--- config.mk ---
export PLATFORM = sky130hd
export DESIGN_NAME = categorical_sample_or_argmax
export DESIGN_NICKNAME = d
export VERILOG_FILES = /design/src/design/csa_pkg.sv /design/src/design/csa_row_state.sv /design/src/design/categorical_sample_or_argmax.sv
export SDC_FILE = /design/constraint.sdc
export NUM_CORES = 1
export LEC_CHECK = 0
export BUFFER_PORTS_ARGS = -buffer_cell sky130_fd_sc_hd__buf_2
export CORE_AREA = 2 2 133 135
export CTS_BUF_LIST = sky130_fd_sc_hd__clkbuf_4
export CTS_CLUSTER_DIAMETER = 100
export DETAILED_ROUTE_END_ITERATION = 12
export DIE_AREA = 0 0 135 137
export MAX_ROUTING_LAYER = met4
export PLACE_DENSITY = 0.75
export SLEW_MARGIN = 10
export SYNTH_ARGS = -nofsm -noshare
export SYNTH_HDL_FRONTEND = slang
export SYNTH_HIERARCHICAL = 1
export SYNTH_SLANG_ARGS = --single-unit
--- constraint.sdc ---
create_clock -name i_clk -period 11.9 [get_ports i_clk]
set_input_delay 0 -clock i_clk [delete_from_list [all_inputs] [get_ports i_clk]]
set_output_delay 0 -clock i_clk [all_outputs]
set_load 0.05 [all_outputs]
--- src/design/csa_pkg.sv ---
// Package for the categorical sampler / argmax block.
// Holds field widths, saturation limits and the input transaction type.
// No dependencies.
package csa_pkg;

    localparam int SCORE_W = 24;
    localparam int THR_W   = 16;
    localparam int IDX_W   = 11;
    localparam int SUM_W   = 34;
    localparam int DIM_DEF = 1024;

    localparam logic signed [SUM_W-1:0] SUM_MAX = {1'b0, {(SUM_W-1){1'b1}}};
    localparam logic signed [SUM_W-1:0] SUM_MIN = {1'b1, {(SUM_W-1){1'b0}}};
    localparam logic signed [SCORE_W-1:0] SCORE_MIN = {1'b1, {(SCORE_W-1){1'b0}}};
    localparam logic signed [IDX_W-1:0] IDX_NONE = '1;

    localparam logic MODE_SAMPLE = 1'b0;
    localparam logic MODE_ARGMAX = 1'b1;

    typedef struct packed {
        logic signed [SCORE_W-1:0] score;
        logic [THR_W-1:0]          threshold;
        logic                      row_end;
    } t_item;

endpackage

--- src/design/csa_row_state.sv ---
// Row state of the categorical sampler: running sum, threshold hit and argmax.
// Updates once per advanced transaction and presents the row result.
// Depends on csa_pkg.
module csa_row_state
    import csa_pkg::*;
#(
    parameter int DIM = DIM_DEF
) (
    input  logic                    i_clk,
    input  logic                    i_rst_n,
    input  logic                    i_advance,
    input  t_item                   i_item,
    input  logic                    i_mode,
    output logic signed [IDX_W-1:0] o_chosen_index
);

    localparam int PW = $clog2(DIM + 1);
    localparam logic [PW-1:0] POS_LIMIT = PW'(DIM);

    logic [PW-1:0]             r_pos, n_pos;
    logic signed [SUM_W-1:0]   r_sum, n_sum;
    logic [THR_W-1:0]          r_thr, n_thr;
    logic                      r_hit, n_hit;
    logic signed [IDX_W-1:0]   r_hit_idx, n_hit_idx;
    logic signed [SCORE_W-1:0] r_best, n_best;
    logic signed [IDX_W-1:0]   r_best_idx, n_best_idx;

    logic signed [SUM_W:0]     sum_wide;
    logic signed [SUM_W-1:0]   sum_sat;
    logic [THR_W-1:0]          thr_eff;
    logic signed [IDX_W-1:0]   cur_idx;

    always_comb begin
        thr_eff  = (r_pos == '0) ? i_item.threshold : r_thr;
        cur_idx  = IDX_W'(r_pos);
        sum_wide = {r_sum[SUM_W-1], r_sum} + (SUM_W+1)'(i_item.score);
        // Clamp to the 34-bit signed range when the add overflows.
        if (sum_wide[SUM_W] != sum_wide[SUM_W-1]) begin
            sum_sat = sum_wide[SUM_W] ? SUM_MIN : SUM_MAX;
        end else begin
            sum_sat = sum_wide[SUM_W-1:0];
        end

        n_pos      = r_pos;
        n_sum      = r_sum;
        n_thr      = thr_eff;
        n_hit      = r_hit;
        n_hit_idx  = r_hit_idx;
        n_best     = r_best;
        n_best_idx = r_best_idx;

        if (r_pos < POS_LIMIT) begin
            n_pos = r_pos + PW'(1);
            n_sum = sum_sat;
            if (!r_hit && (sum_sat >= $signed({{(SUM_W-THR_W){1'b0}}, thr_eff}))) begin
                n_hit     = 1'b1;
                n_hit_idx = cur_idx;
            end
            // The first element of a row always becomes the candidate.
            if ((r_pos == '0) || (i_item.score > r_best)) begin
                n_best     = i_item.score;
                n_best_idx = cur_idx;
            end
        end

        if (i_mode == MODE_SAMPLE) begin
            o_chosen_index = n_hit ? n_hit_idx : IDX_NONE;
        end else begin
            o_chosen_index = n_best_idx;
        end
    end

    always_ff @(posedge i_clk) begin
        if (!i_rst_n) begin
            r_pos      <= '0;
            r_sum      <= '0;
            r_thr      <= '0;
            r_hit      <= 1'b0;
            r_hit_idx  <= IDX_NONE;
            r_best     <= SCORE_MIN;
            r_best_idx <= IDX_NONE;
        end else if (i_advance) begin
            if (i_item.row_end) begin
                r_pos      <= '0;
                r_sum      <= '0;
                r_thr      <= '0;
                r_hit      <= 1'b0;
                r_hit_idx  <= IDX_NONE;
                r_best     <= SCORE_MIN;
                r_best_idx <= IDX_NONE;
            end else begin
                r_pos      <= n_pos;
                r_sum      <= n_sum;
                r_thr      <= n_thr;
                r_hit      <= n_hit;
                r_hit_idx  <= n_hit_idx;
                r_best     <= n_best;
                r_best_idx <= n_best_idx;
            end
        end
    end

endmodule

--- src/design/categorical_sample_or_argmax.sv ---
// Categorical sampler / argmax over streamed rows of class scores.
// Throughput: one element transaction per cycle, set by the single saturating add and compare, unless a
// row_end element waits while an untaken result is held. A row_end element is captured in the input
// register and, once it advances, loads the result register, from which the downstream side takes it.
// Reset (i_rst_n, synchronous, active low) empties both registers, clears the row
// state and selects argmax mode.
module categorical_sample_or_argmax
    import csa_pkg::*;
#(
    parameter int DIM = DIM_DEF
) (
    input  logic                      i_clk,
    input  logic                      i_rst_n,
    // Configuration: mode register, 0 samples by threshold, 1 takes argmax.
    input  logic                      i_cfg_we,
    input  logic                      i_cfg_wdata,
    // Element input channel.
    input  logic                      i_in_valid,
    output logic                      o_in_ready,
    input  logic signed [SCORE_W-1:0] i_score,
    input  logic [THR_W-1:0]          i_threshold,
    input  logic                      i_row_end,
    // Result channel, one transaction per row.
    output logic                      o_out_valid,
    input  logic                      i_out_ready,
    output logic signed [IDX_W-1:0]   o_chosen_index
);

    logic                    r_mode;
    logic                    r_in_valid;
    t_item                   r_in_item;
    logic                    r_out_valid;
    logic signed [IDX_W-1:0] r_out_index;

    logic                    advance;
    logic signed [IDX_W-1:0] row_result;

    // The held element moves into the row state unless it closes a row while
    // the result register is still occupied by an untaken result. Elements that
    // do not close a row never wait on the output side.
    assign advance    = r_in_valid && (!r_in_item.row_end || !r_out_valid || i_out_ready);
    assign o_in_ready = !r_in_valid || advance;

    always_ff @(posedge i_clk) begin
        if (!i_rst_n) begin
            r_mode <= MODE_ARGMAX;
        end else if (i_cfg_we) begin
            r_mode <= i_cfg_wdata;
        end
    end

    // Input register: captures every accepted transaction.
    always_ff @(posedge i_clk) begin
        if (!i_rst_n) begin
            r_in_valid <= 1'b0;
        end else if (o_in_ready) begin
            r_in_valid <= i_in_valid;
        end
    end

    always_ff @(posedge i_clk) begin
        if (o_in_ready && i_in_valid) begin
            r_in_item <= '{score: i_score, threshold: i_threshold, row_end: i_row_end};
        end
    end

    csa_row_state #(
        .DIM (DIM)
    ) u_row_state (
        .i_clk          (i_clk),
        .i_rst_n        (i_rst_n),
        .i_advance      (advance),
        .i_item         (r_in_item),
        .i_mode         (r_mode),
        .o_chosen_index (row_result)
    );

    // Result register: loaded when a row-closing element advances; it holds
    // until the downstream side takes it.
    always_ff @(posedge i_clk) begin
        if (!i_rst_n) begin
            r_out_valid <= 1'b0;
        end else if (advance && r_in_item.row_end) begin
            r_out_valid <= 1'b1;
        end else if (i_out_ready) begin
            r_out_valid <= 1'b0;
        end
    end

    always_ff @(posedge i_clk) begin
        if (advance && r_in_item.row_end) begin
            r_out_index <= row_result;
        end
    end

    assign o_out_valid    = r_out_valid;
    assign o_chosen_index = r_out_index;

endmodule

# ---- Word level (Yosys, flattened, before mapping)
# Index checks and enable logic that the tools add are counted.
dict set report op_classes {
  addsub 2
  n_lt_le_gt_ge 3
  n_eq_ne 1
  mux 24
  reduce_logical 18
}
# op n
set ops {}
lappend ops {{$mux 34} 4}
lappend ops {{$mux 11} 10}
lappend ops {{$mux 24} 3}
lappend ops {{$add 34x24->35} 1}
lappend ops {{$ge 34x17->1} 1}
lappend ops {{$mux 16} 2}
lappend ops {{$gt 24x24->1} 1}
lappend ops {{$add 11x1->11 const B} 1}
lappend ops {{$logic_not 11->1} 1}
lappend ops {{$lt 11x11->1 const B} 1}
lappend ops {{$reduce_bool 2->1} 3}
lappend ops {{$mux 1} 5}
lappend ops {{$logic_and 1x1->1} 4}
lappend ops {{$logic_not 1->1} 4}
lappend ops {{$logic_or 1x1->1} 4}
lappend ops {{$reduce_and 3->1} 1}
lappend ops {{$reduce_and 2->1} 1}
lappend ops {{$ne 1x1->1} 1}
dict set report totals {
  reg_bits 163
  inputBits 47
}

# ---- Logic depth before layout (Yosys ltp)
dict set report depth {
  word_depth 9
  depth_mapped 29
  ltp_nobuf 26
}

# ---- Modules after synthesis
# The synthesis kept the hierarchy.
# mod instances cells_per_inst area_each_um2 seq_area_each_um2
set modules_own_cells {}
lappend modules_own_cells {csa_row_state 1 962 7945.1 2162.1}
lappend modules_own_cells {categorical_sample_or_argmax 1 67 1712.9 1621.6}

# ---- Worst setup path after synthesis
# OpenSTA, ideal clock, no wires.
dict set report synth_timing {
  path_kind {reg-to-reg}
  startpoint {reg r_in_item[40] (netlist bit)}
  endpoint {reg r_out_index[0], in the netlist o_chosen_index[0] (data pin)}
  setup_time_ns 0.130
  t_arrival_ns 5.662
  t_required_ns 11.770
  setup_slack_ns 6.107
  stages_incl_launch_ff 28
  path_buffers 2
  synth_period_minus_slack_ns 5.793
  cell_sequence {edfxtp_1 -> ha_1 -> nand2_1 -> nor3_2 -> a221oi_2 -> o31ai_2 -> a22o_2 -> o21a_1 -> o21a_1 -> o21ai_0 -> nand2b_1 -> xor2_1 -> ha_1 -> buf_4 -> inv_1 -> or2_2 -> clkbuf_1 -> o21ai_0 -> ha_1 -> a21o_1 -> a21oi_1 -> o211ai_1 -> a311oi_1 -> nor3b_1 -> a311oi_1 -> a31oi_2 -> o31ai_4 -> o21a_1}
}
dict set report synth_between {
  elab_chain_cells 9
}
# item line
set synth_rtl {}
lappend synth_rtl {{start: declaration} categorical_sample_or_argmax.sv:31} ;# t_item r_in_item;
lappend synth_rtl {{start signal: assignment} categorical_sample_or_argmax.sv:63} ;# r_in_item <= '{score: i_score, threshold: i_threshold, row_end: i_row_end};
lappend synth_rtl {{$add 34x24->35} csa_row_state.sv:36} ;# sum_wide = {r_sum[SUM_W-1], r_sum} + (SUM_W+1)'(i_item.score);
lappend synth_rtl {{$mux 34 / $ne 1x1->1 (equally long branches)} {csa_row_state.sv:39, csa_row_state.sv:38}}
lappend synth_rtl {{$mux 34} csa_row_state.sv:38} ;# if (sum_wide[SUM_W] != sum_wide[SUM_W-1]) begin
lappend synth_rtl {{$ge 34x17->1} csa_row_state.sv:55} ;# if (!r_hit && (sum_sat >= $signed({{(SUM_W-THR_W){1'b0}}, thr_eff}))) begin
lappend synth_rtl {{$logic_and 1x1->1} csa_row_state.sv:55}
lappend synth_rtl {{$mux 11 / $mux 1 (equally long branches)} csa_row_state.sv:55}
lappend synth_rtl {{$mux 11 / $mux 1 (equally long branches)} csa_row_state.sv:52} ;# if (r_pos < POS_LIMIT) begin
lappend synth_rtl {{$mux 11} csa_row_state.sv:67} ;# o_chosen_index = n_hit ? n_hit_idx : IDX_NONE;
lappend synth_rtl {{$mux 11 (*)} csa_row_state.sv:66} ;# if (i_mode == MODE_SAMPLE) begin
lappend synth_rtl {{net row_result[0]} categorical_sample_or_argmax.sv:36} ;# logic signed [IDX_W-1:0] row_result;
lappend synth_rtl {{end signal: assignment} categorical_sample_or_argmax.sv:92} ;# r_out_index <= row_result;
lappend synth_rtl {{end: declaration} categorical_sample_or_argmax.sv:33} ;# logic signed [IDX_W-1:0] r_out_index;
# The timed path passes the listed nets; every way through them passes the cells marked *.
# A chain may end at the register's enable or synchronous reset.

# ---- Worst setup path after layout
dict set report layout_timing {
  startpoint {reg r_in_item[40] (netlist bit)}
  endpoint {reg u_row_state.r_hit_idx[1]}
}
dict set report layout_between {
  elab_chain_cells 8
}
# item line
set layout_rtl {}
lappend layout_rtl {{$add 34x24->35 (*)} csa_row_state.sv:36}
lappend layout_rtl {{$mux 34 / $ne 1x1->1 (equally long branches)} {csa_row_state.sv:39, csa_row_state.sv:38}}
lappend layout_rtl {{$mux 34 (*)} csa_row_state.sv:38}
lappend layout_rtl {{$ge 34x17->1 (*)} csa_row_state.sv:55}
lappend layout_rtl {{$logic_and 1x1->1 (*)} csa_row_state.sv:55}
lappend layout_rtl {{$mux 11 (*)} csa_row_state.sv:55}
lappend layout_rtl {{$mux 11 (*)} csa_row_state.sv:52}
lappend layout_rtl {{$mux 11 (*)} csa_row_state.sv:83} ;# if (i_item.row_end) begin
lappend layout_rtl {{end signal: assignment} csa_row_state.sv:96} ;# r_hit_idx <= n_hit_idx;
lappend layout_rtl {{end: declaration} csa_row_state.sv:24} ;# logic signed [IDX_W-1:0] r_hit_idx, n_hit_idx;
# Every way passes the cells marked *; elsewhere a longest branch is shown, timed or not.

==> results.json <==
{
  "cp_top_family": "compound AO/OA/AOI/OAI gates",
  "drt-initial-drc-count": 611,
  "grt_pass1_wl_mm": 40.4,
  "final_common_cell": "dfxtp_1",
  "cp-start-kind": "flop",
  "setup_ws_ps": 4690,
  "htreeDepth": 4,
  "gr-total-overflow": 0,
  "cts_resized": 0,
  "finalSetupViolCount": 0,
  "drt-vias-per-instance": 6.04,
  "synth_fp_nets": 1155,
  "worst_r2r_path_depth": 25,
  "finClkSkew_ps": 31.8,
  "max_freq_mhz": 139,
  "wire_per_inst_um": 18.5,
  "worst-setup-path-type": "flop to flop",
  "cts_root_buf": "clkbuf_4",
  "die_w_um": 135,
  "cts_buffers": 17,
  "synth-edff-count": 52,
  "area_growth_pct": 11.8,
  "cp_slowest_stage_delay_ps": 820,
  "final_cell_mix": "111 x dfxtp_1, 83 x nand2_1, 78 x ha_1",
  "ys.flop_type": "dfxtp_1",
  "clk_pin_slew_ps": 150,
  "slowest_stage": "a211oi_2",
  "placed_cell_area_um2": 10000,
  "grt_start_max_net_pins": 61,
  "drive_gt1_share_pct": 13.3,
  "critPathLaunch": "r_in_item[40]",
  "maxCapViolations": 0,
  "port_buffers": 59,
  "grt_pass1_vias": 7839,
  "syn_area_um2": 9660,
  "initial_core_util_pct": 56.6,
  "slew_violations": 0,
  "hold_path.class": "input pin to flop",
  "vdd_drop_max_mv": 0.0955,
  "fin_crit_sh_pct": 60.6,
  "status": "complete, no violations",
  "rsz0062_at_grt": "no",
  "antenna_found_initial": 1,
  "switching_share_pct": 36.5,
  "r2r-start": "r_in_item[40]",
  "crit_required_ps": 12420,
  "post-route-drc-count": 0,
  "drt-pass1-iter-count": 6,
  "nNetsFinal": 1234,
  "cts.sinks": 163,
  "die_h_um": 137,
  "dp_cells": 1268,
  "ys_seq_elements": 163,
  "final_cells": 1347,
  "power.switching_uw": 485,
  "dp_hpwl_mm": 17.8,
  "ys_async_sr_fraction_pct": 0,
  "p_per_area_nw_per_um2": 123,
  "power_frac_clock_pct": 25.3,
  "syn_inst": 1029,
  "worstReg2RegEnd": "u_row_state/r_hit_idx[1]",
  "ys_seq_area_share_pct": 39.2,
  "worst-path-buf-inv": 1,
  "gp_congestion": 1.01,
  "p_leak_nw": 4.17,
  "hold_viol_final": 0,
  "netlist-cell-type-count": 94,
  "hold_depth": 2,
  "fin_tns_setup_ps": 0,
  "timing.final.crit_period_ps": 7210,
  "worstHoldStart": "i_rst_n",
  "dieArea_um2": 18500,
  "routed_wl_mm": 24.9,
  "critPathCaptureType": "flop",
  "io_pins": 60,
  "syn_area_per_cell_um2": 9.39,
  "seqPwrFrac_pct": 46.9,
  "cpMostUsedCell": "ha_1",
  "vias": 8133,
  "fin_area_um2": 10800,
  "power.internal_uw": 845,
  "postRouteAntennaNets": 0,
  "synth_warnings": 6,
  "clock_latency_ps": 590,
  "cp.arrival_ps": 7730,
  "grt_usage_pct": 28.8,
  "comb_power_share_pct": 27.8,
  "holdPathEnd": "r_mode",
  "row_count": 48,
  "maxSlewHeadroom_pct": 32.2,
  "cts_max_path_buffers": 2,
  "pre_cts_ws_ps": 4890,
  "r2r_setup_slack_ps": 4690,
  "worst_slew_pin_slew_ps": 1010,
  "coreArea_um2": 17100,
  "cts_tree": "yes",
  "crit_fanout": 20
}
-- synth_stat cells, drive strengths merged, types with 3 or more instances --
cell type  instances  area share, %
a211oi            10           0.88
a21boi            16            1.3
a21o              19            1.5
a21oi             76            3.9
a22o              27            2.5
a22oi             24            1.9
a311oi             3           0.27
a31oi             12           0.91
and2               7           0.47
and4               7           0.65
buf               14           0.82
clkbuf            35            1.6
dfxtp            111             23
edfxtp            52             16
ha                78             10
inv               40            1.6
mux2i             36            3.7
nand2             84            3.3
nand2b             9           0.58
nand3             15           0.78
nand4             13           0.91
nand4b             3           0.43
nor2              77            3.0
nor2b             51            3.3
nor3              15           0.93
nor3b              5           0.39
nor4               6           0.39
o211ai             8           0.62
o21a              19            1.6
o21ai             59            3.2
o21bai             4           0.31
o22a               9           0.93
o31ai              6           0.66
or2                3           0.19
or3                6           0.41
xnor2             14            1.3
xor2              14            1.3
-- per-stage QoR --
| step | utilization, % | hold slack [ps] | total power [mW] |
|---|---|---|---|
| 6_report | 63.3 | 32.1 | 1.33 |
| 5_1_grt | 63.3 | 58.5 | 1.40 |
| 4_1_cts | 63.3 | 3.57 | 1.33 |
| 3_5_place_dp | 58.9 | 178 | 0.985 |
| 3_3_place_gp | 58.9 | 176 | 0.980 |
| 2_1_floorplan | - | 61.9 | 0.896 |
-- layout make-up --
type                            count  area, µm²
Multi-Input combinational cell    773       5470
Antenna cell                        1       2.50
Inverter                           41        154
Clock buffer                       17        128
Clock inverter                     15        163
Sequential cell                   163       3780
Tap cell                          225        282
Timing Repair Buffer              112        808
Fill cell                        1418       6260
-- routing by layer --
| metal | track usage (%) | part of all wire [%] | vias to the layer above |
|---|---|---|---|
| met5 | - | 0 | - |
| li1 | - | - | 3956 |
| met4 | 11.9 | 3.6 | 0 |
| met1 | 38.1 | 45 | 3835 |
| met2 | 44.3 | 46 | 282 |
| met3 | 4.44 | 5.8 | 60 |
-- state kept, by name, indices dropped and copies added (netlist names) --
register,cells
o_chosen_index,11
o_out_valid,1
r_in_item,41
r_in_valid,1
r_mode,1
u_row_state/cur_idx,11
u_row_state/r_best,24
u_row_state/r_best_idx,11
u_row_state/r_hit,1
u_row_state/r_hit_idx,11
u_row_state/r_sum,34
u_row_state/r_thr,16
-- cells by family after synthesis --
family                     share of synthesized area (%)
DFF                                                 39.2
adders and majority gates                           10.3
muxes                                               3.85
buffers and inverters                               4.31
xor gates and xnor gates                            2.54
AOI/OAI and AO/OA                                   23.5
and+or+nand+nor                                     16.3
-- repair_timing --
item / CTS / global route
setup buffers: 0 / 0
hold buffers: 46 / 0
hold endpoints to repair: 44 / 0
-- how the worst max path moves through the flow --
stage | end | cells after the start
finish | u_row_state/r_hit_idx[1] | 25
global route | u_row_state/r_hit_idx[4] | 25
CTS | u_row_state/r_hit_idx[1] | 25
detailed placement | u_row_state/r_hit_idx[7] | 25
global placement | u_row_state/r_hit_idx[8] | 26
floorplan | o_chosen_index[0] | 27
-- power groups by stage --
stage	Sequential [mW]	Clock [mW]	Combinational, mW
global route	0.627	0.366	0.407
finish	0.624	0.337	0.370
global placement	0.635	0	0.346
CTS	0.624	0.343	0.364
floorplan	0.634	0	0.261
detailed placement	0.636	0	0.349
Power figures use the tool's default switching activity.
